$ cat src/sv/wdbr_pkg.sv
// Shared types and constants for the LED duty-buffer refill block.
package wdbr_pkg;

    localparam int BITS_PER_PIXEL = 24;
    localparam int HALF_BITS      = BITS_PER_PIXEL / 2;
    localparam int COLOR_W        = 24;
    localparam int INDEX_W        = 10;
    localparam int SLOT_W         = 5;
    localparam int DUTY_W         = 8;
    localparam int COUNT_W        = 12;
    localparam int ACTIVE_W       = 11;
    localparam int FRAMES_W       = 8;
    localparam int CFG_INDEX_W    = 2;
    localparam int QUEUE_DEPTH    = 4;
    localparam int QPTR_W         = 2;
    localparam int QCNT_W         = 3;

    localparam logic [CFG_INDEX_W-1:0] REG_ACTIVE_PIXELS = 2'd0;
    localparam logic [CFG_INDEX_W-1:0] REG_DUTY_ONE      = 2'd1;
    localparam logic [CFG_INDEX_W-1:0] REG_DUTY_ZERO     = 2'd2;
    localparam logic [CFG_INDEX_W-1:0] REG_RESET_FRAMES  = 2'd3;

    localparam logic KIND_WRITE = 1'b0;
    localparam logic KIND_EVENT = 1'b1;

    localparam logic [SLOT_W-1:0] SLOT_FIRST = 5'd0;
    localparam logic [SLOT_W-1:0] SLOT_MID   = 5'(HALF_BITS);
    localparam logic [SLOT_W-1:0] SLOT_HALF_END = 5'(HALF_BITS - 1);
    localparam logic [SLOT_W-1:0] SLOT_LAST  = 5'(BITS_PER_PIXEL - 1);

    typedef struct packed {
        logic [ACTIVE_W-1:0] active_pixels;
        logic [DUTY_W-1:0]   duty_one;
        logic [DUTY_W-1:0]   duty_zero;
        logic [FRAMES_W-1:0] reset_frames;
    } cfg_t;

    typedef struct packed {
        logic               gap;
        logic [COLOR_W-1:0] color;
        logic [SLOT_W-1:0]  first_slot;
        logic [SLOT_W-1:0]  last_slot;
    } cmd_t;

    typedef struct packed {
        logic valid;
        cmd_t cmd;
    } cmd_req_t;

    typedef struct packed {
        logic              empty;
        logic [QCNT_W-1:0] count;
        cmd_t              head;
    } queue_status_t;

endpackage

$ cat src/sv/wdbr_cmd_fifo.sv
// Short request queue between the front end and the duty sequencer.
module wdbr_cmd_fifo
    import wdbr_pkg::*;
(
    input  logic          clk,
    input  logic          rst_n,
    input  cmd_req_t      cmd_req,
    input  logic          pop,
    output queue_status_t status
);

    cmd_t              entry_mem [QUEUE_DEPTH];
    logic [QPTR_W-1:0] wr_ptr_reg;
    logic [QPTR_W-1:0] rd_ptr_reg;
    logic [QCNT_W-1:0] count_reg;
    logic [QCNT_W-1:0] count_next;
    logic              do_pop;

    assign do_pop = pop && (count_reg != '0);

    always_comb
    begin
        count_next = count_reg;
        if (cmd_req.valid && !do_pop)
        begin
            count_next = count_reg + 1'b1;
        end
        else if (!cmd_req.valid && do_pop)
        begin
            count_next = count_reg - 1'b1;
        end
    end

    always_ff @(posedge clk)
    begin
        if (cmd_req.valid)
        begin
            entry_mem[wr_ptr_reg] <= cmd_req.cmd;
        end
    end

    always_ff @(posedge clk or negedge rst_n)
    begin
        if (!rst_n)
        begin
            wr_ptr_reg <= '0;
            rd_ptr_reg <= '0;
            count_reg  <= '0;
        end
        else
        begin
            if (cmd_req.valid)
            begin
                wr_ptr_reg <= wr_ptr_reg + 1'b1;
            end
            if (do_pop)
            begin
                rd_ptr_reg <= rd_ptr_reg + 1'b1;
            end
            count_reg <= count_next;
        end
    end

    assign status.empty = (count_reg == '0);
    assign status.count = count_reg;
    assign status.head  = entry_mem[rd_ptr_reg];

endmodule

$ cat config.mk
export PLATFORM = sky130hd
export DESIGN_NAME = wdbr_cmd_fifo
export DESIGN_NICKNAME = d
export VERILOG_FILES = /design/src/sv/wdbr_pkg.sv /design/src/sv/wdbr_cmd_fifo.sv
export SDC_FILE = /design/constraint.sdc
export NUM_CORES = 1
export LEC_CHECK = 0
export CAP_MARGIN = 10
export CORE_ASPECT_RATIO = 0.75
export CORE_MARGIN = 1
export CORE_UTILIZATION = 55
export DETAILED_ROUTE_END_ITERATION = 12
export DONT_BUFFER_PORTS = 1
export GPL_TIMING_DRIVEN = 0
export PLACE_DENSITY = 0.7
export SYNTH_ARGS = -nofsm -noshare
export SYNTH_HDL_FRONTEND = slang
export SYNTH_SLANG_ARGS = --single-unit
$ cat constraint.sdc
create_clock -name clk -period 3.3 [get_ports clk]
set_input_delay 0.165 -clock clk [delete_from_list [all_inputs] [get_ports clk]]
set_output_delay 0.165 -clock clk [all_outputs]
set_load 0.1 [all_outputs]
==> run_results.csv, run 1 <==
group,metric,value,unit
outcome,run_status,"completed",
critical_path,end_kind,"register",
floorplanning,ios,78,
placement,dp_hpwl,5260,um
global_route,grt-ovfl-total,0,
synthesis,synth_cell_types,19,
sta,slew_headroom,32.5,%
layout,drive_gt1_share,25.1,%
critical_path,worstPathCellList,"or3_1 -> nand2_1 -> ha_1 -> inv_1 -> fa_1 -> xor2_1 -> nor2_1 -> xor2_1",
placement,place_congestion,0.685,
route,drt_pass1_iterations,4,
route,vias,2317,
sta,fin_crit,2.63,ns
cts,cts_buffer_depth,2,
sta,rsz0062_at_grt,"no",
critical_path,crit_path_start,"count_reg[0]",
sta,final-setup-viol-count,0,
sta,worstMarginPinSlew,1.02,ns
critical_path,cpMostUsedCell,"xor2_1",
min_path,hold_path.class,"in -> reg",
sta,hold_viol,0,
floorplanning,start_util,56.7,%
sta,tns,0,ns
critical_path,worstReg2RegEnd,"count_reg[2]",
global_route,antenna_found_initial,0,
global_route,grt_pass1_wl,13500,um
floorplanning,rows,31,
critical_path,slowest_stage,"dfrtp_1",
route,via_per_inst,5.48,
floorplanning,die_y,88.6,um
critical_path,timing.rr.start,"count_reg[0]",
critical_path,crit_required,3.62,ns
critical_path,reg2reg_depth,8,
sta,fin_crit_sh,79.6,%
layout,layout_common_cells,"edfxtp_1 (140), dlygate4sd3_1 (38), mux4_2 (28), clkbuf_16 (17)",
synthesis,syn_area_per_cell,25.3,sq um
synthesis,seq_area_frac_synth,79.6,%
cts,insertion_delay,0.40,ns
cts,path_clk_slew,0.06,ns
cts,cts_made_buffers,17,
floorplanning,coreArea,0.00970,sq mm
placement,io_buffers,0,
sta,max_freq,0.381,GHz
critical_path,crit_path_max_incr_delay,0.77,ns
synthesis,async_flop_share,4.76,%
global_route,grt_util_met3,7.54,%
route,avgRoutedWirePerCell,20.9,um
global_route,busiest_layer,"met2",
critical_path,crit_end,"count_reg[2]",
route,antenna_left,0,
global_route,grt_max_degree,25,
cts,cts_root_buf,"clkbuf_16",
synthesis,ys_warn_count,0,
synthesis,postSynthNetCount,262,
floorplanning,die-area,0.0104,sq mm
flow_run,maxCapViolations,0,
critical_path,critPathLaunchType,"register",
layout,area_delta_synth_final,22.5,%
layout,n_antenna_cell,0,
critical_path,worst-path-max-fanout,4,
layout,final_common_cell,"edfxtp_1",
sta,slew_violations,0,
route,drtIter0Drc,199,
cts,clock_sinks,147,
layout,largest_register_ffs,140,
synthesis,ys_ff_latch,147,
synthesis,synth_enable_flop_cells,140,
cts,cts_max_level,4,
critical_path,r2r_slack,0.67,ns
synthesis,synth_flop_cell,"edfxtp_1",
floorplanning,die_width,117,um
synthesis,synth_cells,217,
route,totalWireLength,8850,um
global_route,grtUsageTotal,18.7,%
layout,fillers,576,
sta,clock-skew-final,0.00652,ns
route,route.detailed.drc,0,
cts,cts_setup_buffers,0,
global_route,grt_pass1_vias,2454,
layout,fin_nets,323,
synthesis,synthesis.area,0.00550,sq mm
critical_path,critPathArrivalTime,2.95,ns
cts,cts_tree,"done",
global_route,use_met1,23.0,%
critical_path,path_class,"reg -> reg",
global_route,grtUsageMet2,30.1,%
==> layer usage <==
metal | share of wire (%) | routed length [um]
met1 | 43 | 3770
met2 | 50 | 4460
met3 | 6.0 | 529
met4 | 1.0 | 90
met5 | 0 | 0
==> area by class of cell <==
cell class,count,area [sq um],share of cell area (%)
clock inverter,12,163,2.41
inverter,4,15.0,0.223
buffer,8,91.3,1.36
clock buffer,20,437,6.48
sequential,147,4380,65.0
multi-input combinational,58,1020,15.1
timing repair buffer,42,468,6.95
tap,132,165,2.45
==> stage by stage <==
stage | utilization [%] | hold slack [ns] | cell area (sq um) | cells | setup WS, ns
5_1_grt | 69.5 | 0.0714 | 6740 | 423 | 0.470
2_1_floorplan | - | -0.131 | 5500 | 217 | 0.811
4_1_cts | 69.5 | 0.0368 | 6740 | 423 | 0.675
3_3_place_gp | 58.4 | -0.130 | 5660 | 349 | 0.715
3_5_place_dp | 59.4 | -0.130 | 5760 | 353 | 0.690
6_report | 69.5 | 0.0511 | 6740 | 423 | 0.674
==> Yosys cell counts, types with 2 or more instances <==
| library cell | count | area share [%] |
|---|---|---|
| ha_1 | 5 | 1.1 |
| nand2_1 | 2 | 0.14 |
| xor2_1 | 3 | 0.48 |
| mux4_1 | 7 | 3.3 |
| buf_12 | 3 | 1.1 |
| edfxtp_1 | 140 | 76 |
| and2_1 | 4 | 0.45 |
| xnor2_1 | 3 | 0.48 |
| buf_2 | 4 | 0.36 |
| inv_1 | 4 | 0.27 |
| mux4_2 | 28 | 11 |
| dfrtp_1 | 7 | 3.2 |
==> how the worst min path moves through the flow <==
stage                      startpoint      endpoint  slack, ns  depth (start not counted)
after floorplan                 rst_n  count_reg[0]      -0.13                          0
after global placement          rst_n  count_reg[1]      -0.13                          0
after detailed placement        rst_n  count_reg[1]      -0.13                          0
after CTS                 cmd_req[35]  count_reg[0]       0.04                          2
after global routing      cmd_req[35]  count_reg[0]       0.07                          2
final                     cmd_req[35]  count_reg[0]       0.05                          2
==> kinds of logic after synthesis <==
kind of cell               Yosys count  synth area share, %
AOI/OAI and AO/OA                    1               0.0909
xor gates and xnor gates             6                0.956
adders and majority gates            6                 1.50
buffers and inverters               12                 1.93
DFF                                147                 79.6
muxes                               36                 15.0
and+or+nand+nor                      9                0.865
==> critical path: cells and delay by family (launching register included) <==
kind	cells	cell delay [ns]
xor gates and xnor gates	2	0.32
buffers and inverters	1	0.06
and+or+nand+nor	3	0.81
DFF	1	0.77
adders and majority gates	2	0.57
==> what timing repair did <==
action	CTS	global route
hold endpoints to repair	151	0
hold buffers	38	0
resized for setup	0	0
Power of run 1 is left out: the tool's default activity adds up to more than one toggle a clock period on the data nets, which glitch-free logic cannot reach.
==> run 2: changes to the inputs <==
ABC_AREA = 1   (was unset)
PLACE_DENSITY = 0.73   (was 0.7)
clock period = 2.3 ns   (was 3.3 ns; I/O delays follow)
==> run 2 against run 1 <==
Via count rose by 53%. Register-to-register slack lost 0.48 ns. Worst hold slack lost 0.0062 ns. Synthesized cell count increased by 110%. Largest cell class unchanged. Non-clock buffer count rose by 11. Worst setup slack lost 0.53 ns. Die area is 8.6% higher. Routed wire length grew 31%. Count of clock-buffer cells in the layout grew 3. Critical path depth decreased by 3. First-iteration DRC count rose by 2.5%. Cell count increased by 58%.
==> run_results.csv, run 2 <==
group,metric,value,unit
critical_path,crit_required,2.18,ns
sta,final-setup-viol-count,0,
flow_run,maxCapViolations,0,
layout,fin_nets,565,
route,totalWireLength,11600,um
floorplanning,start_util,57.5,%
floorplanning,rows,32,
synthesis,synth_top_area_cell,"edfxtp_1",
cts,cts_made_buffers,17,
placement,io_buffers,0,
synthesis,synth_flop_cell,"edfxtp_1",
global_route,busiest_layer,"met2",
route,via_per_inst,5.30,
route,avgRoutedWirePerCell,17.3,um
synthesis,synth-simple-area-share,8.26,%
layout,n_antenna_cell,0,
global_route,grt_pass1_vias,3643,
floorplanning,die_width,122,um
sta,fin_crit_sh,93.9,%
critical_path,worst-path-max-fanout,10,
placement,place_congestion,0.716,
global_route,use_met1,27.5,%
sta,slew_violations,0,
synthesis,syn_area_per_cell,12.9,sq um
synthesis,seq_area_frac_synth,73.2,%
synthesis,synthAdderAreaFrac,1.38,%
route,route.detailed.drc,0,
cts,cts_tree,"done",
sta,setup_ws,0.141,ns
global_route,grt_pass1_wl,18300,um
critical_path,critPathTopFamily,"buffers and inverters",
floorplanning,die_y,92.3,um
placement,dpl_worst_slack,-0.0498,ns
route,drt_pass1_iterations,5,
critical_path,end_kind,"output port",
synthesis,ys_warn_count,0,
synthesis,async_flop_share,4.76,%
cts,path_clk_slew,0.06,ns
synthesis,synth_cell_types,18,
layout,drive_gt1_share,17.8,%
cts,cts_buffer_depth,2,
layout,final_common_cell,"edfxtp_1",
synthesis,ys_top_cells_by_count,"edfxtp_1 (140), nand2_1 (125), inv_1 (82)",
sta,max_freq,0.463,GHz
global_route,grtUsageTotal,22.7,%
sta,worstMarginPinSlew,0.883,ns
sta,fin_crit,2.16,ns
route,antenna_left,0,
critical_path,path_class,"reg -> out",
critical_path,cpMostUsedCell,"buf_2",
critical_path,critPathArrivalTime,2.04,ns
global_route,grt-ovfl-total,0,
outcome,run_status,"completed",
synthesis,postSynthNetCount,508,
critical_path,crit_buf_inv,3,
critical_path,crit_path_start,"rd_ptr_reg[1]",
synthesis,ys_ff_latch,147,
min_path,hold_path.class,"in -> async",
synthesis,yosys.cell_count.top_type,"edfxtp_1",
sta,slew_headroom,41.1,%
critical_path,crit_path_max_incr_delay,0.44,ns
synthesis,synth_area_leaders,"edfxtp_1 (70%), o211ai_1 (8.8%), nand2_1 (7.8%)",
synthesis,synth_xor_area_share,0.293,%
cts,clock_sinks,147,
synthesis,yosysTopAreaCellShare,70.3,%
layout,fin_util,69.8,%
floorplanning,ios,78,
synthesis,synth_top_family_by_area,"compound AO/OA/AOI/OAI gates",
cts,insertion_delay,0.41,ns
layout,layout_common_cells,"edfxtp_1 (140), nand2_1 (90), inv_1 (77), o211ai_1 (70), dlygate4sd3_1 (38)",
critical_path,slowest_stage,"nand2_2",
critical_path,worstPathCellList,"buf_2 -> inv_2 -> buf_2 -> o211ai_1 -> nand2_2",
cts,cts_max_level,4,
global_route,grt_util_met3,6.40,%
floorplanning,die-area,0.0113,sq mm
synthesis,synth_enable_flop_cells,140,
placement,dp_hpwl,6630,um
sta,hold_viol,0,
layout,area_delta_synth_final,21.5,%
synthesis,synth_cells,463,
synthesis,synth-compound-area-share,8.87,%
floorplanning,coreArea,0.0104,sq mm
global_route,grtUsageMet2,38.0,%
sta,clock-skew-final,0.0103,ns
critical_path,critPathLaunchType,"register",
synthesis,synthesis.area,0.00598,sq mm
global_route,grt_max_degree,36,
sta,rsz0062_at_grt,"no",
critical_path,timing.rr.start,"count_reg[0]",
route,vias,3545,
layout,largest_register_ffs,140,
cts,cts_root_buf,"clkbuf_16",
synthesis,synth_mux_area_share,0,%
route,drtIter0Drc,204,
global_route,antenna_found_initial,0,
run 2: cell types whose count changed after synthesis, moves of 5 or more:
cell / before / now
o211ai_1: 0 / 70
inv_1: 4 / 82
buf_6: 1 / 8
mux4_1: 7 / 0
clkbuf_1: 0 / 5
nand2_1: 2 / 125
mux4_2: 28 / 0
run 2: layer usage:
metal  share of wire (%)  vias up
li1                    -     1710
met1                  43     1727
met2                  51       95
met3                 5.4       13
met4                 1.1        0
met5                   0        -
run 2: metrics by stage:
| stage | setup TNS, ns | instance area (sq um) | hold slack [ns] | std cells |
|---|---|---|---|---|
| final | 0 | 7270 | 0.0448 | 669 |
| after global routing | 0 | 7270 | 0.0465 | 669 |
| after CTS | 0 | 7270 | 0.0281 | 669 |
| after detailed placement | -0.0498 | 6150 | -0.180 | 599 |
| after global placement | -0.867 | 6150 | -0.180 | 599 |
| after floorplan | 0 | 5980 | -0.181 | 463 |
run 2: final cells by class:
cell class | count | area [sq um]
Buffer | 23 | 166
Clock buffer | 23 | 488
Clock inverter | 9 | 151
Fill cell | 669 | 3140
Inverter | 84 | 319
Multi-Input combinational cell | 209 | 1210
Sequential cell | 147 | 4380
Tap cell | 136 | 170
Timing Repair Buffer | 38 | 380
run 2: cells by family (layout without fill, tap and decap cells):
logic type               Yosys count  in the layout
XOR/XNOR                           2              2
buffers and inverters            107            177
adder cells (fa/ha/maj)            6              6
AO/OA/AOI/OAI                     71             71
flip-flops                       147            147
AND/OR/NAND/NOR                  130            130
run 2: final timing paths:
check,cells after the start,endpoint,slack [ns]
setup reg to reg,8,count_reg[1],0.19
min in group clk,3,wr_ptr_reg[1],0.05
max in group asynchronous,1,count_reg[2],1.96
hold reg to reg,2,rd_ptr_reg[0],0.54
hold / removal,1,wr_ptr_reg[0],0.04
setup / recovery,5,status[14],0.14
run 2: what timing repair did:
action	4_1_cts	5_1_grt
endpoints found under the setup margin	37	5
gates resized for setup	38	5
hold buffers	38	0
hold endpoints to repair	151	0
setup buffers	0	0
run 2: worst register-to-register path, delay by kind of cell (launching register included):
family | cells | cell delay (ns)
simple gates | 5 | 0.55
fa+ha+maj | 2 | 0.63
flops | 1 | 0.73
buf+inv | 1 | 0.09
Power of run 2 is left out for the same reason.
==> run 3: changes to the inputs <==
GPL_TIMING_DRIVEN = unset   (was 0)
==> run 3 against run 2 <==
First-iteration DRC count decreased by 6.4%. Worst setup slack improved by 0.038 ns. Non-clock buffer count rose by 29. Routed wire length fell by 2.4%. Sequential share of layout area down 4.9 points. Count of clock-buffer cells in the layout shrank 6. Register-to-register slack improved by 0.29 ns. Maximum frequency rose by 1.8%. Core utilization up 6.1 points.
==> run_results.csv, run 3 (same netlist as run 2, synthesis figures left out) <==
group,metric,value,unit
outcome,run_status,"completed",
sta,tns,0,ns
floorplanning,coreArea,0.0104,sq mm
floorplanning,die-area,0.0113,sq mm
sta,slew_headroom,64.8,%
sta,worstMarginPinSlew,0.527,ns
route,vias,3663,
sta,fin_crit_sh,92.2,%
sta,slew_violations,0,
placement,placed_area,0.00686,sq mm
layout,area_delta_synth_final,32.1,%
global_route,grtUsageTotal,22.0,%
layout,final_common_cell,"edfxtp_1",
layout,fin_nets,594,
floorplanning,die_width,122,um
route,antenna_left,0,
floorplanning,rows,32,
placement,dp_hpwl,6700,um
critical_path,critPathArrivalTime,2.01,ns
critical_path,path_class,"reg -> out",
global_route,grt_pass1_wl,17900,um
critical_path,end_kind,"output port",
sta,max_freq,0.472,GHz
route,drtIter0Drc,191,
placement,dpl.cell_count,628,
sta,clock-skew-final,0.0110,ns
sta,fin_crit,2.12,ns
floorplanning,die_y,92.3,um
cts,insertion_delay,0.42,ns
route,drt_pass1_iterations,4,
critical_path,crit_required,2.18,ns
cts,cts_repair_resize_count,0,
route,via_per_inst,5.25,
cts,path_clk_slew,0.06,ns
layout,fillers,620,
cts,cts_max_level,4,
layout,design_area,0.00790,sq mm
critical_path,worst-path-max-fanout,64,
critical_path,critPathLaunchType,"register",
layout,fin_cells,698,
global_route,antenna_found_initial,0,
global_route,grt_max_degree,65,
cts,cts_tree,"done",
critical_path,timing.rr.start,"count_reg[0]",
global_route,grt_pass1_vias,3585,
cts,clock_sinks,147,
route,avgRoutedWirePerCell,16.2,um
route,totalWireLength,11300,um
sta,hold_viol,0,
sta,final-setup-viol-count,0,
min_path,hold_path.class,"in -> async",
route,route.detailed.drc,0,
placement,io_buffers,0,
sta,rsz0062_at_grt,"no",
placement,place_congestion,0.784,
cts,ctsHoldBuffers,38,
floorplanning,start_util,57.5,%
flow_run,maxCapViolations,0,
layout,n_antenna_cell,0,
layout,drive_gt1_share,15.3,%
layout,largest_register_ffs,140,
cts,cts_setup_buffers,0,
cts,cts_root_buf,"clkbuf_16",
cts,cts_buffer_depth,2,
global_route,grt-ovfl-total,0,
floorplanning,ios,78,
layout,layout_common_cells,"edfxtp_1 (140), nand2_1 (125), inv_1 (78), o211ai_1 (70)",
critical_path,crit_path_start,"rd_ptr_reg[0]",
cts,cts_made_buffers,17,
==> run 3: per-stage QoR <==
step	utilization [%]	hold slack, ns	setup slack (ns)
final	75.9	0.0421	0.179
after global routing	75.9	0.0562	0.0312
after CTS	75.9	0.0266	0.147
after detailed placement	65.9	-0.180	0.557
after global placement	65.9	-0.180	0.658
after floorplan	-	-0.181	0.109
==> run 3: final cells by class <==
class | instances | area (sq um) | share of cell area (%)
Sequential cell | 147 | 4380 | 55.4
Timing Repair Buffer | 90 | 1250 | 15.8
Multi-Input combinational cell | 209 | 1120 | 14.2
Clock buffer | 17 | 425 | 5.38
Inverter | 84 | 318 | 4.02
Clock inverter | 15 | 238 | 3.01
Tap cell | 136 | 170 | 2.15
==> run 3: critical path: stages, from the launching register on <==
cell and delay, ns:
dfrtp_1 0.42, inv_4 0.31, buf_12 0.30, nand2_1 0.09, o211ai_1 0.10, nand2_1 0.14
buf_12 0.19
==> run 3: layer usage <==
metal  wire, um  global-route usage, %  vias to the layer above  part of all wire [%]
met5          0                      0                        -                     0
met4        128                   9.25                        0                   1.1
met3        619                   6.47                       17                   5.5
met2       5740                   36.4                       96                    51
li1           -                      -                     1769                     -
met1       4830                   26.9                     1781                    43
==> run 3: worst paths after layout <==
kind	endpoint	slack, ns	cells after the start
setup / recovery	status[14]	0.18	6
hold / removal	count_reg[0]	0.04	1
setup reg to reg	count_reg[2]	0.48	10
hold reg to reg	rd_ptr_reg[0]	0.56	2
max in group asynchronous	wr_ptr_reg[1]	2.00	1
min in group clk	entry_mem[2][20]	0.13	2
Power of run 3 is left out for the same reason.
