## src/sv/wdbr_pkg.sv

```systemverilog
// Shared types and constants for the LED duty-buffer refill block.
package wdbr_pkg;

    localparam int BITS_PER_PIXEL = 24;
    localparam int HALF_BITS      = BITS_PER_PIXEL / 2;
    localparam int COLOR_W        = 24;
    localparam int INDEX_W        = 10;
    localparam int SLOT_W         = 5;
    localparam int DUTY_W         = 8;
    localparam int COUNT_W        = 12;
    localparam int ACTIVE_W       = 11;
    localparam int FRAMES_W       = 8;
    localparam int CFG_INDEX_W    = 2;
    localparam int QUEUE_DEPTH    = 4;
    localparam int QPTR_W         = 2;
    localparam int QCNT_W         = 3;

    localparam logic [CFG_INDEX_W-1:0] REG_ACTIVE_PIXELS = 2'd0;
    localparam logic [CFG_INDEX_W-1:0] REG_DUTY_ONE      = 2'd1;
    localparam logic [CFG_INDEX_W-1:0] REG_DUTY_ZERO     = 2'd2;
    localparam logic [CFG_INDEX_W-1:0] REG_RESET_FRAMES  = 2'd3;

    localparam logic KIND_WRITE = 1'b0;
    localparam logic KIND_EVENT = 1'b1;

    localparam logic [SLOT_W-1:0] SLOT_FIRST = 5'd0;
    localparam logic [SLOT_W-1:0] SLOT_MID   = 5'(HALF_BITS);
    localparam logic [SLOT_W-1:0] SLOT_HALF_END = 5'(HALF_BITS - 1);
    localparam logic [SLOT_W-1:0] SLOT_LAST  = 5'(BITS_PER_PIXEL - 1);

    typedef struct packed {
        logic [ACTIVE_W-1:0] active_pixels;
        logic [DUTY_W-1:0]   duty_one;
        logic [DUTY_W-1:0]   duty_zero;
        logic [FRAMES_W-1:0] reset_frames;
    } cfg_t;

    typedef struct packed {
        logic               gap;
        logic [COLOR_W-1:0] color;
        logic [SLOT_W-1:0]  first_slot;
        logic [SLOT_W-1:0]  last_slot;
    } cmd_t;

    typedef struct packed {
        logic valid;
        cmd_t cmd;
    } cmd_req_t;

    typedef struct packed {
        logic              empty;
        logic [QCNT_W-1:0] count;
        cmd_t              head;
    } queue_status_t;

endpackage

```

## src/sv/wdbr_back.sv

```systemverilog
// Back end: steps through the slots of each request and emits one duty a cycle while the output is popped.
module wdbr_back
    import wdbr_pkg::*;
(
    input  logic               clk,
    input  logic               rst_n,
    input  cfg_t               cfg,
    input  queue_status_t      qstat,
    output logic               queue_pop,
    output logic               empty,
    input  logic               pop,
    output logic [SLOT_W-1:0]  slot,
    output logic [DUTY_W-1:0]  duty,
    output logic               last
);

    logic              started_reg;
    logic [SLOT_W-1:0] cur_slot_reg;
    logic              out_valid_reg;
    logic [SLOT_W-1:0] out_slot_reg;
    logic [DUTY_W-1:0] out_duty_reg;
    logic              out_last_reg;

    logic              advance;
    logic              work;
    logic [SLOT_W-1:0] slot_now;
    logic [SLOT_W-1:0] bit_pos;
    logic              color_bit;
    logic              is_last;
    logic [DUTY_W-1:0] duty_now;

    assign advance   = !out_valid_reg || pop;
    assign work      = advance && !qstat.empty;
    assign slot_now  = started_reg ? cur_slot_reg : qstat.head.first_slot;
    assign bit_pos   = SLOT_LAST - slot_now;
    assign color_bit = qstat.head.color[bit_pos];
    assign is_last   = (slot_now == qstat.head.last_slot);
    assign duty_now  = qstat.head.gap ? '0 : (color_bit ? cfg.duty_one : cfg.duty_zero);
    assign queue_pop = work && is_last;

    always_ff @(posedge clk or negedge rst_n)
    begin
        if (!rst_n)
        begin
            started_reg   <= 1'b0;
            cur_slot_reg  <= '0;
            out_valid_reg <= 1'b0;
        end
        else
        begin
            if (advance)
            begin
                out_valid_reg <= work;
            end
            if (work)
            begin
                started_reg  <= !is_last;
                cur_slot_reg <= slot_now + 1'b1;
            end
        end
    end

    always_ff @(posedge clk)
    begin
        if (work)
        begin
            out_slot_reg <= slot_now;
            out_duty_reg <= duty_now;
            out_last_reg <= is_last;
        end
    end

    assign empty = !out_valid_reg;
    assign slot  = out_slot_reg;
    assign duty  = out_duty_reg;
    assign last  = out_last_reg;

endmodule

```

## config.mk

```make
export PLATFORM = sky130hd
export DESIGN_NAME = wdbr_back
export DESIGN_NICKNAME = d
export VERILOG_FILES = /design/src/sv/wdbr_pkg.sv /design/src/sv/wdbr_back.sv
export SDC_FILE = /design/constraint.sdc
export NUM_CORES = 1
export LEC_CHECK = 0
export BUFFER_PORTS_ARGS = -buffer_cell sky130_fd_sc_hd__buf_2
export CAP_MARGIN = 10
export CORE_MARGIN = 5
export CORE_UTILIZATION = 23
export CTS_CLUSTER_SIZE = 25
export DETAILED_ROUTE_END_ITERATION = 8
export PLACE_DENSITY_LB_ADDON = 0.05
export SLEW_MARGIN = 20
export SYNTH_ARGS = -nofsm -noshare
export SYNTH_HDL_FRONTEND = slang
export SYNTH_SLANG_ARGS = --single-unit
```

## constraint.sdc

```tcl
create_clock -name clk -period 2 [get_ports clk]
set_clock_uncertainty 0.1 [all_clocks]
set_input_delay 0.1 -clock clk [delete_from_list [all_inputs] [get_ports clk]]
set_output_delay 0.1 -clock clk [all_outputs]
set_load 0.01 [all_outputs]
```

==> results of run 1 <==
worst paths after layout:
path / to / cells after the start / from
worst max-delay path: duty[0]$_SDFFCE_PP0P_ / 9 / started_reg$_DFFE_PN0P_
worst min-delay path: duty[3]$_SDFFCE_PP0P_ / 3 / cfg[19]
worst max register to register: duty[0]$_SDFFCE_PP0P_ / 9 / started_reg$_DFFE_PN0P_
worst min register to register: cur_slot_reg[4]$_DFFE_PN0P_ / 1 / cur_slot_reg[4]$_DFFE_PN0P_
max in group asynchronous: started_reg$_DFFE_PN0P_ / 2 / rst_n
min in group asynchronous: out_valid_reg$_DFFE_PN0N_ / 2 / rst_n
critical path, delay by kind of cell, from the launching register on:
family / cells / cell delay (ps)
AOI/OAI and AO/OA: 3 / 500
DFF: 1 / 420
and+or+nand+nor: 1 / 160
muxes: 2 / 490
buffers and inverters: 3 / 430
cell type report:
| cell class | instances | share of cell area (%) |
|---|---|---|
| clock buffers | 3 | 1.798 |
| well taps | 77 | 4.196 |
| flip-flops and latches | 21 | 25.99 |
| inverters | 8 | 1.308 |
| clock inverters | 1 | 0.2180 |
| repair buffers | 104 | 27.79 |
| multi-input cells | 114 | 38.69 |
power breakdown:
group          leakage [uW]  total (uW)  switching [uW]  internal (uW)
Clock             0.0000255         294             155            139
Combinational      0.000824        2200             979           1220
Sequential         0.000215         723            85.4            638
Total               0.00106        3220            1220           2000
routing by layer:
metal  routed length, um  vias up  GRT usage [%]  part of all wire, %
li1                    -      734              -                    -
met1                1955      693          14.03                   42
met2                2318       34          19.55                   50
met3                 288        4          2.281                  6.3
met4                  44        0          2.842                 0.96
met5                   0        -              0                    0
per-stage QoR:
| stage | util (%) | setup TNS, ps |
|---|---|---|
| finish | 36.79 | -2056 |
| global route | 36.79 | -3247 |
| CTS | 35.18 | -2537 |
| detailed placement | 32.56 | -2779 |
| global placement | 32.56 | -2368 |
| floorplan | - | -1463 |
cell families after synthesis:
| family | count (synthesis) |
|---|---|
| buffers and inverters | 15 |
| AND/OR/NAND/NOR | 55 |
| adder cells (fa/ha/maj) | 1 |
| XOR/XNOR | 8 |
| flip-flops | 21 |
| AO/OA/AOI/OAI | 33 |
| multiplexers | 17 |
cells in the mapped netlist, types with 2 or more instances:
master / count / area share (%)
nor2b_1: 9 / 3.9
xor2_1: 2 / 1.2
nand2b_1: 17 / 7.3
dfrtp_1: 7 / 12
a21oi_1: 9 / 3.1
inv_1: 6 / 1.5
a31oi_1: 2 / 0.86
a32o_1: 2 / 1.4
edfxtp_1: 14 / 29
nor2_1: 3 / 0.77
mux2i_1: 9 / 6.2
o22ai_1: 5 / 2.1
mux2_2: 6 / 4.6
a32oi_1: 2 / 1.2
o21ai_0: 6 / 2.1
inv_2: 2 / 0.52
o21ai_1: 2 / 0.69
nand3_1: 2 / 0.69
clkbuf_1: 3 / 0.77
buf_2: 3 / 1.0
xnor2_1: 6 / 3.6
nand2_1: 16 / 4.1
nor3_1: 4 / 1.4
timing repair:
action | CTS | global route
pin swaps | 2 | 6
endpoints found under the setup margin | 11 | 13
resized for setup | 9 | 14
hold buffers | 3 | 0
setup buffers | 7 | 7
endpoints found under the hold margin | 8 | 0
==> flow_summary.yaml, run 1 <==
layout:
  layout.nets: 330
  drive_gt1_share_pct: 51.79
  final_cell_mix: "buf_2 (70), buf_4 (25), nand2b_1 (17), nand2_1 (16), edfxtp_1 (14)"
  multiInputGateArea_sq_um: 888.4
  final_cell_count_no_fill: 328
  largest_reg_flops: 8
  final_design_area_no_fill_sq_mm: 0.002296
  seq_area_sq_um: 596.8
  final_common_cell: "buf_2"
  syn_to_final_growth_pct: 57.51
  antennaDiodeCount: 0
  fill_cells: 658
sta:
  slew_headroom_pct: 77.13
  whs_ps: 75.55
  hold_viol_final: 0
  rsz0062_at_grt: "true"
  setup-violations-final: 9
  finalCritPeriodShare_pct: 112.5
  fmax_mhz: 444.5
  tightest_slew_ps: 340.4
  fin_ws_ps: -249.7
  period_minus_slack_ps: 2250
  finalMaxSlewViolations: 0
synth:
  synth_xor_area_share_pct: 4.807
  seq_area_frac_synth_pct: 40.86
  synth_compound_area_share_pct: 15.36
  synth-main-ff-cell: "edfxtp_1"
  syn_area_per_cell_sq_um: 9.718
  yosys_warnings: 0
  synth_edf_count: 14
  synthCells: 150
  synth.area.mux_share_pct: 13.30
  syn-cell-area_sq_mm: 0.001458
  yosys_register_bits: 21
  synthSimpleGateAreaFrac_pct: 20.17
  postSynth.asyncResetShare_pct: 33.33
  synth_fa_ha_area_share_pct: 0.8584
  synth_top_family_by_area: "simple AND/OR/NAND/NOR gates"
  syn_nets: 228
  ys_types: 36
power_and_ir_drop:
  p_leak_uw: 0.001065
  finalPower_uw: 3216
  vdd_drop_max_mv: 0.5880
  power_density_mw_per_mm2: 1401
detailed_routing:
  wirelength_mm: 4.606
  wl_per_cell_um: 14.04
  first_iter_violations: 46
  vias: 1465
  drc_errors: 0
  firstDrtPassIters: 4
  vias_per_cell: 4.466
  drtAntennaViolNets: 0
die:
  core_area_sq_mm: 0.006241
  rows: 29
  die_height_um: 89.61
  die_x_um: 89.61
  ios: 93
  die-area_sq_mm: 0.008030
  start_util_pct: 23.36
global_routing:
  grt_max_degree: 22
  grt_pass1_vias: 1477
  grt_pass1_wl_mm: 6.886
  antenna_found_initial: 0
  track_usage_pct: 11.19
  grt_overflow: 0
min_path:
  hold_path.class: "input pin to flip-flop"
clocking:
  cts_root_buf: "clkbuf_8"
  clock_path_buffers: 2
  htreeDepth: 1
  clkLatencyLatePin_ps: 260
  cts_tree: "yes"
  cts_sinks: 21
  numCtsBuffers: 3
  clk_pin_slew_worst_paths_ps: 90
worst_setup_path:
  start_kind: "flip-flop"
  worst-r2r-setup-slack_ps: -250
  criticalPathCategory: "flip-flop to flip-flop"
  crit_path_end_kind: "flip-flop"
  cp_max_fo: 8
  crit_chain: "buf_4 > mux2i_4 > inv_2 > a31oi_1 > o21ai_1 > and3_4 > a221oi_4 > buf_12 > mux2i_1"
  slowest_stage: "dfrtp_2"
  cpPeakStageDelay_ps: 420
  arrival_ps: 2270
  cp.required_ps: 2020
place:
  place_inst: 309
  numPortBuffers: 70
  pre_cts_ws_ps: -344.5
  placed_area_sq_mm: 0.002032
  dp_hpwl_mm: 3.627
  gp_congestion: 0.7767
flow_run:
  maxCapViolations: 0
run_status:
  outcome: "finished, violations left"
  violations: "negative setup slack"
(Power assumes the default switching activity.)
==> run 2: changes to the inputs <==
- CELL_PAD_IN_SITES_DETAIL_PLACEMENT: not set -> 1
- CELL_PAD_IN_SITES_GLOBAL_PLACEMENT: not set -> 1
- CORE_UTILIZATION: 23 -> 27
- CTS_CLUSTER_DIAMETER: not set -> 50
==> flow_summary.yaml, run 2 (same netlist as run 1, synthesis figures left out) <==
detailed_routing:
  vias_per_cell: 4.689
  drtAntennaViolNets: 0
  drc_errors: 0
  first_iter_violations: 42
  vias: 1510
  wirelength_mm: 4.956
  firstDrtPassIters: 4
  wl_per_cell_um: 15.39
sta:
  hold_viol_final: 0
  setup-violations-final: 9
  fin_ws_ps: -330.2
  period_minus_slack_ps: 2330
  finalCritPeriodShare_pct: 116.5
  fmax_mhz: 429.1
  finalSetupTns_ps: -2546
  tightest_slew_ps: 363.0
  slew_headroom_pct: 75.80
  finalMaxSlewViolations: 0
  rsz0062_at_grt: "true"
die:
  die_x_um: 83.48
  core_area_sq_mm: 0.005172
  start_util_pct: 28.18
  rows: 26
  ios: 93
  die_height_um: 83.48
  die-area_sq_mm: 0.006968
worst_setup_path:
  slowest_stage: "dfrtp_1"
  criticalPathCategory: "flip-flop to flip-flop"
  cpPeakStageDelay_ps: 430
  arrival_ps: 2240
  cp_max_fo: 8
  crit_chain: "buf_12 > buf_4 > buf_4 > a32o_2 > a21oi_2 > o22ai_2 > nor3_2 > a221oi_4 > buf_12 > mux2i_2"
  start_kind: "flip-flop"
  cp.required_ps: 1910
  crit_family: "buffers and inverters"
  cp_num_buf_inv: 4
  crit_path_end_kind: "flip-flop"
layout:
  final_common_cell: "buf_2"
  final_design_area_no_fill_sq_mm: 0.002420
  postLayoutCoreUtil_pct: 46.78
  syn_to_final_growth_pct: 66.01
  fill_cells: 606
  multiInputGateArea_sq_um: 980.9
  seq_area_sq_um: 595.6
  largest_reg_flops: 8
  layout.nets: 331
  antennaDiodeCount: 0
  final_cell_mix: "buf_2 (69), buf_4 (25), nand2b_1 (17), nand2_1 (16), edfxtp_1 (14)"
  drive_gt1_share_pct: 58.73
  final_cell_count_no_fill: 322
global_routing:
  antenna_found_initial: 0
  grt_max_degree: 22
  grt_pass1_wl_mm: 7.928
  grt_pass1_vias: 1662
  grt_overflow: 0
  track_usage_pct: 13.78
place:
  placed_area_sq_mm: 0.002028
  place_inst: 301
  numPortBuffers: 70
  gp_congestion: 0.8388
  dp_hpwl_mm: 3.840
clocking:
  clock_path_buffers: 2
  cts_root_buf: "clkbuf_8"
  numCtsBuffers: 3
  cts_sinks: 21
  clk_pin_slew_worst_paths_ps: 80
  cts_tree: "yes"
  htreeDepth: 1
  clkLatencyLatePin_ps: 260
flow_run:
  maxCapViolations: 0
power_and_ir_drop:
  vdd_drop_max_mv: 0.5031
  power_density_mw_per_mm2: 1437
  finalPower_uw: 3477
  p_leak_uw: 0.001112
run_status:
  outcome: "finished, violations left"
  violations: "negative setup slack"
min_path:
  hold_path.class: "input pin to asynchronous set/reset pin"
## run 2: final cells by class
class | instances | share of cell area, %
multi-input combinational | 114 | 40.54
timing repair buffer | 105 | 28.08
sequential | 21 | 24.61
tap | 70 | 3.619
clock buffer | 3 | 1.706
inverter | 8 | 1.241
clock inverter | 1 | 0.2068
## run 2: final timing paths
check                           cells after the start                     endpoint                        start  slack, ps
worst max-delay path                               10        duty[7]$_SDFFCE_PP0P_      started_reg$_DFFE_PN0P_       -330
worst min-delay path                                2  cur_slot_reg[1]$_DFFE_PN0P_                        rst_n         90
min in group clk                                    3        duty[5]$_SDFFCE_PP0P_                      cfg[21]         90
worst max register to register                     10        duty[7]$_SDFFCE_PP0P_      started_reg$_DFFE_PN0P_       -330
worst min register to register                      1  cur_slot_reg[4]$_DFFE_PN0P_  cur_slot_reg[4]$_DFFE_PN0P_        430
max in group asynchronous                           2  cur_slot_reg[3]$_DFFE_PN0P_                        rst_n       1540
## run 2: layer usage
metal  vias to the layer above  track usage (%)  share of wire, %
met1                       720            17.11                42
met4                         0            2.485               1.1
met2                        45            24.13                51
li1                        741                -                 -
met3                         4            3.751               5.3
met5                         -                0                 0
## run 2: through the flow
stage	hold WS [ps]	worst slack, ps
2_1_floorplan	-295.6	-182.9
3_3_place_gp	-159.5	-231.6
3_5_place_dp	-156.5	-337.6
4_1_cts	86.15	-306.0
5_1_grt	93.22	-376.1
6_report	88.44	-330.2
## run 2: worst reg2reg max path, cell delays in order (launching register included)
cell and delay (ps):
dfrtp_1 430, buf_12 160, buf_4 160, buf_4 140, a32o_2 280, a21oi_2 160, o22ai_2 100, nor3_2 180
a221oi_4 60, buf_12 160, mux2i_2 150
## run 2: repair_timing
item                       CTS  global route
buffers inserted            10             6
hold endpoints to repair     8             0
setup endpoints to repair   11            13
hold buffers                 3             0
gates resized for setup     13            34
pin swaps                    7            10
## run 2: where the power goes
| part | internal [uW] | switching [uW] |
|---|---|---|
| combinational | 1320 | 1150 |
| sequential | 637 | 89.3 |
| clock | 139 | 137 |
| total | 2100 | 1380 |
==> run 3: changes to the inputs <==
- CORE_ASPECT_RATIO: not set -> 1.75
==> flow_summary.yaml, run 3 (same netlist as run 1, synthesis figures left out) <==
clocking:
  clk_pin_slew_worst_paths_ps: 70
  clkLatencyLatePin_ps: 250
  clock_path_buffers: 2
  htreeDepth: 1
  numCtsBuffers: 3
  cts_root_buf: "clkbuf_8"
  cts_sinks: 21
  cts_tree: "yes"
die:
  ios: 93
  die_x_um: 65.54
  core_area_sq_mm: 0.005255
  die-area_sq_mm: 0.007026
  rows: 35
  die_height_um: 107.2
  start_util_pct: 27.74
worst_setup_path:
  r2r_start: "started_reg$_DFFE_PN0P_"
  crit_path_end_kind: "flip-flop"
  arrival_ps: 2270
  cp.required_ps: 1910
  endpoint: "duty[0]$_SDFFCE_PP0P_"
  r2r_cells: 9
  start_kind: "flip-flop"
  r2r-end: "duty[0]$_SDFFCE_PP0P_"
  crit_start: "started_reg$_DFFE_PN0P_"
  worst-r2r-setup-slack_ps: -360
  criticalPathCategory: "flip-flop to flip-flop"
  cp_max_fo: 6
sta:
  fmax_mhz: 423.5
  setup-violations-final: 10
  rsz0062_at_grt: "true"
  tightest_slew_ps: 286.7
  fin_ws_ps: -361.3
  hold_viol_final: 0
  finalMaxSlewViolations: 0
  finalCritPeriodShare_pct: 118.1
  finalSetupTns_ps: -3069
  slew_headroom_pct: 80.88
  period_minus_slack_ps: 2361
detailed_routing:
  wirelength_mm: 5.515
  drc_errors: 0
  firstDrtPassIters: 4
  drtAntennaViolNets: 0
  wl_per_cell_um: 17.62
  first_iter_violations: 37
  vias_per_cell: 4.907
  vias: 1536
layout:
  largest_reg_flops: 8
  postLayoutCoreUtil_pct: 46.50
  final_cell_mix: "buf_2 (69), buf_4 (26), nand2b_1 (16), edfxtp_1 (14), nand2_1 (13)"
  final_cell_count_no_fill: 313
  layout.nets: 337
  final_design_area_no_fill_sq_mm: 0.002444
  fill_cells: 635
  syn_to_final_growth_pct: 67.64
  final_common_cell: "buf_2"
  antennaDiodeCount: 0
  drive_gt1_share_pct: 59.69
power_and_ir_drop:
  p_switching_uw: 1445
  p_sw_share_pct: 39.65
  clkPwrFrac_pct: 7.5
  p_int_uw: 2199
  pwr-share-comb_pct: 72.7
  pwr-share-seq_pct: 19.7
  p_leak_uw: 0.001125
  vdd_drop_max_mv: 0.6936
  power_density_mw_per_mm2: 1491
global_routing:
  grt_pass1_vias: 1656
  grt_overflow: 0
  antenna_found_initial: 0
  grt_pass1_wl_mm: 7.831
  grt_max_degree: 22
  track_usage_pct: 14.61
flow_run:
  maxCapViolations: 0
run_status:
  outcome: "finished, violations left"
  violations: "negative setup slack"
min_path:
  hold_path.class: "input pin to flip-flop"
place:
  gp_congestion: 0.7677
  place_inst: 292
  dp_hpwl_mm: 4.178
  numPortBuffers: 70
  placed_area_sq_mm: 0.002042
==> run 3: cell count changes in the layout (fill, tap and decap cells not counted), moves of 3 or more <==
cell	change
o21ai_1	+4
o21ai_2	-4
buf_12	-3
buf_6	+7
nand2_1	-3
==> run 3: power by group through the flow <==
stage	Sequential [uW]	Clock, uW	Combinational, uW
detailed placement	711	0	1990
CTS	716	293	2140
floorplan	727	0	1140
global placement	710	0	1920
global route	732	300	2840
finish	719	275	2650
==> run 3: cell type report <==
type | instances | area (sq um) | area share [%]
Timing Repair Buffer | 111 | 720.7 | 29.49
Multi-Input combinational cell | 114 | 977.2 | 39.99
Tap cell | 55 | 68.82 | 2.816
Sequential cell | 21 | 596.8 | 24.42
Clock buffer | 4 | 45.04 | 1.843
Inverter | 8 | 35.03 | 1.434
==> run 3: worst min-delay path by stage <==
stage | cells past startpoint | startpoint | to | slack, ps
2_1_floorplan | 0 | rst_n | cur_slot_reg[0]$_DFFE_PN0P_ | -300
3_3_place_gp | 1 | rst_n | out_valid_reg$_DFFE_PN0N_ | -150
3_5_place_dp | 1 | rst_n | out_valid_reg$_DFFE_PN0N_ | -150
4_1_cts | 3 | cfg[18] | duty[2]$_SDFFCE_PP0P_ | 90
5_1_grt | 3 | cfg[19] | duty[3]$_SDFFCE_PP0P_ | 110
6_report | 3 | cfg[18] | duty[2]$_SDFFCE_PP0P_ | 100
==> run 3: critical path, cell delays in order, from the launching register on <==
cell,delay (ps)
dfrtp_2,480
buf_4,180
buf_4,150
a32o_1,270
o21ai_1,190
o22ai_2,110
nor3_2,290
a221oi_4,70
buf_4,160
mux2i_1,120
==> run 3: metrics by stage <==
| stage | total power (uW) | hold WS [ps] | worst slack [ps] |
|---|---|---|---|
| 6_report | 3644 | 97.48 | -361.3 |
| 5_1_grt | 3871 | 109.6 | -470.6 |
| 4_1_cts | 3152 | 85.07 | -299.8 |
| 3_5_place_dp | 2701 | -147.0 | -378.8 |
| 3_3_place_gp | 2634 | -150.8 | -264.7 |
| 2_1_floorplan | 1868 | -295.6 | -182.9 |
==> run 3: routing by layer <==
layer  routed length (um)  vias to the layer above  GRT usage (%)
met5                    0                        -              0
met4                  163                        0          4.451
met3                  295                       10          2.411
met2                 3227                       52          30.46
met1                 1828                      727          13.55
li1                     -                      747              -
==> run 3: what timing repair did <==
item                                    4_1_cts  5_1_grt
hold buffers                                  3        0
resized for setup                            11       47
endpoints found under the hold margin         8        0
setup buffers                                 7       11
pin swaps                                     3       15
endpoints found under the setup margin       10       13
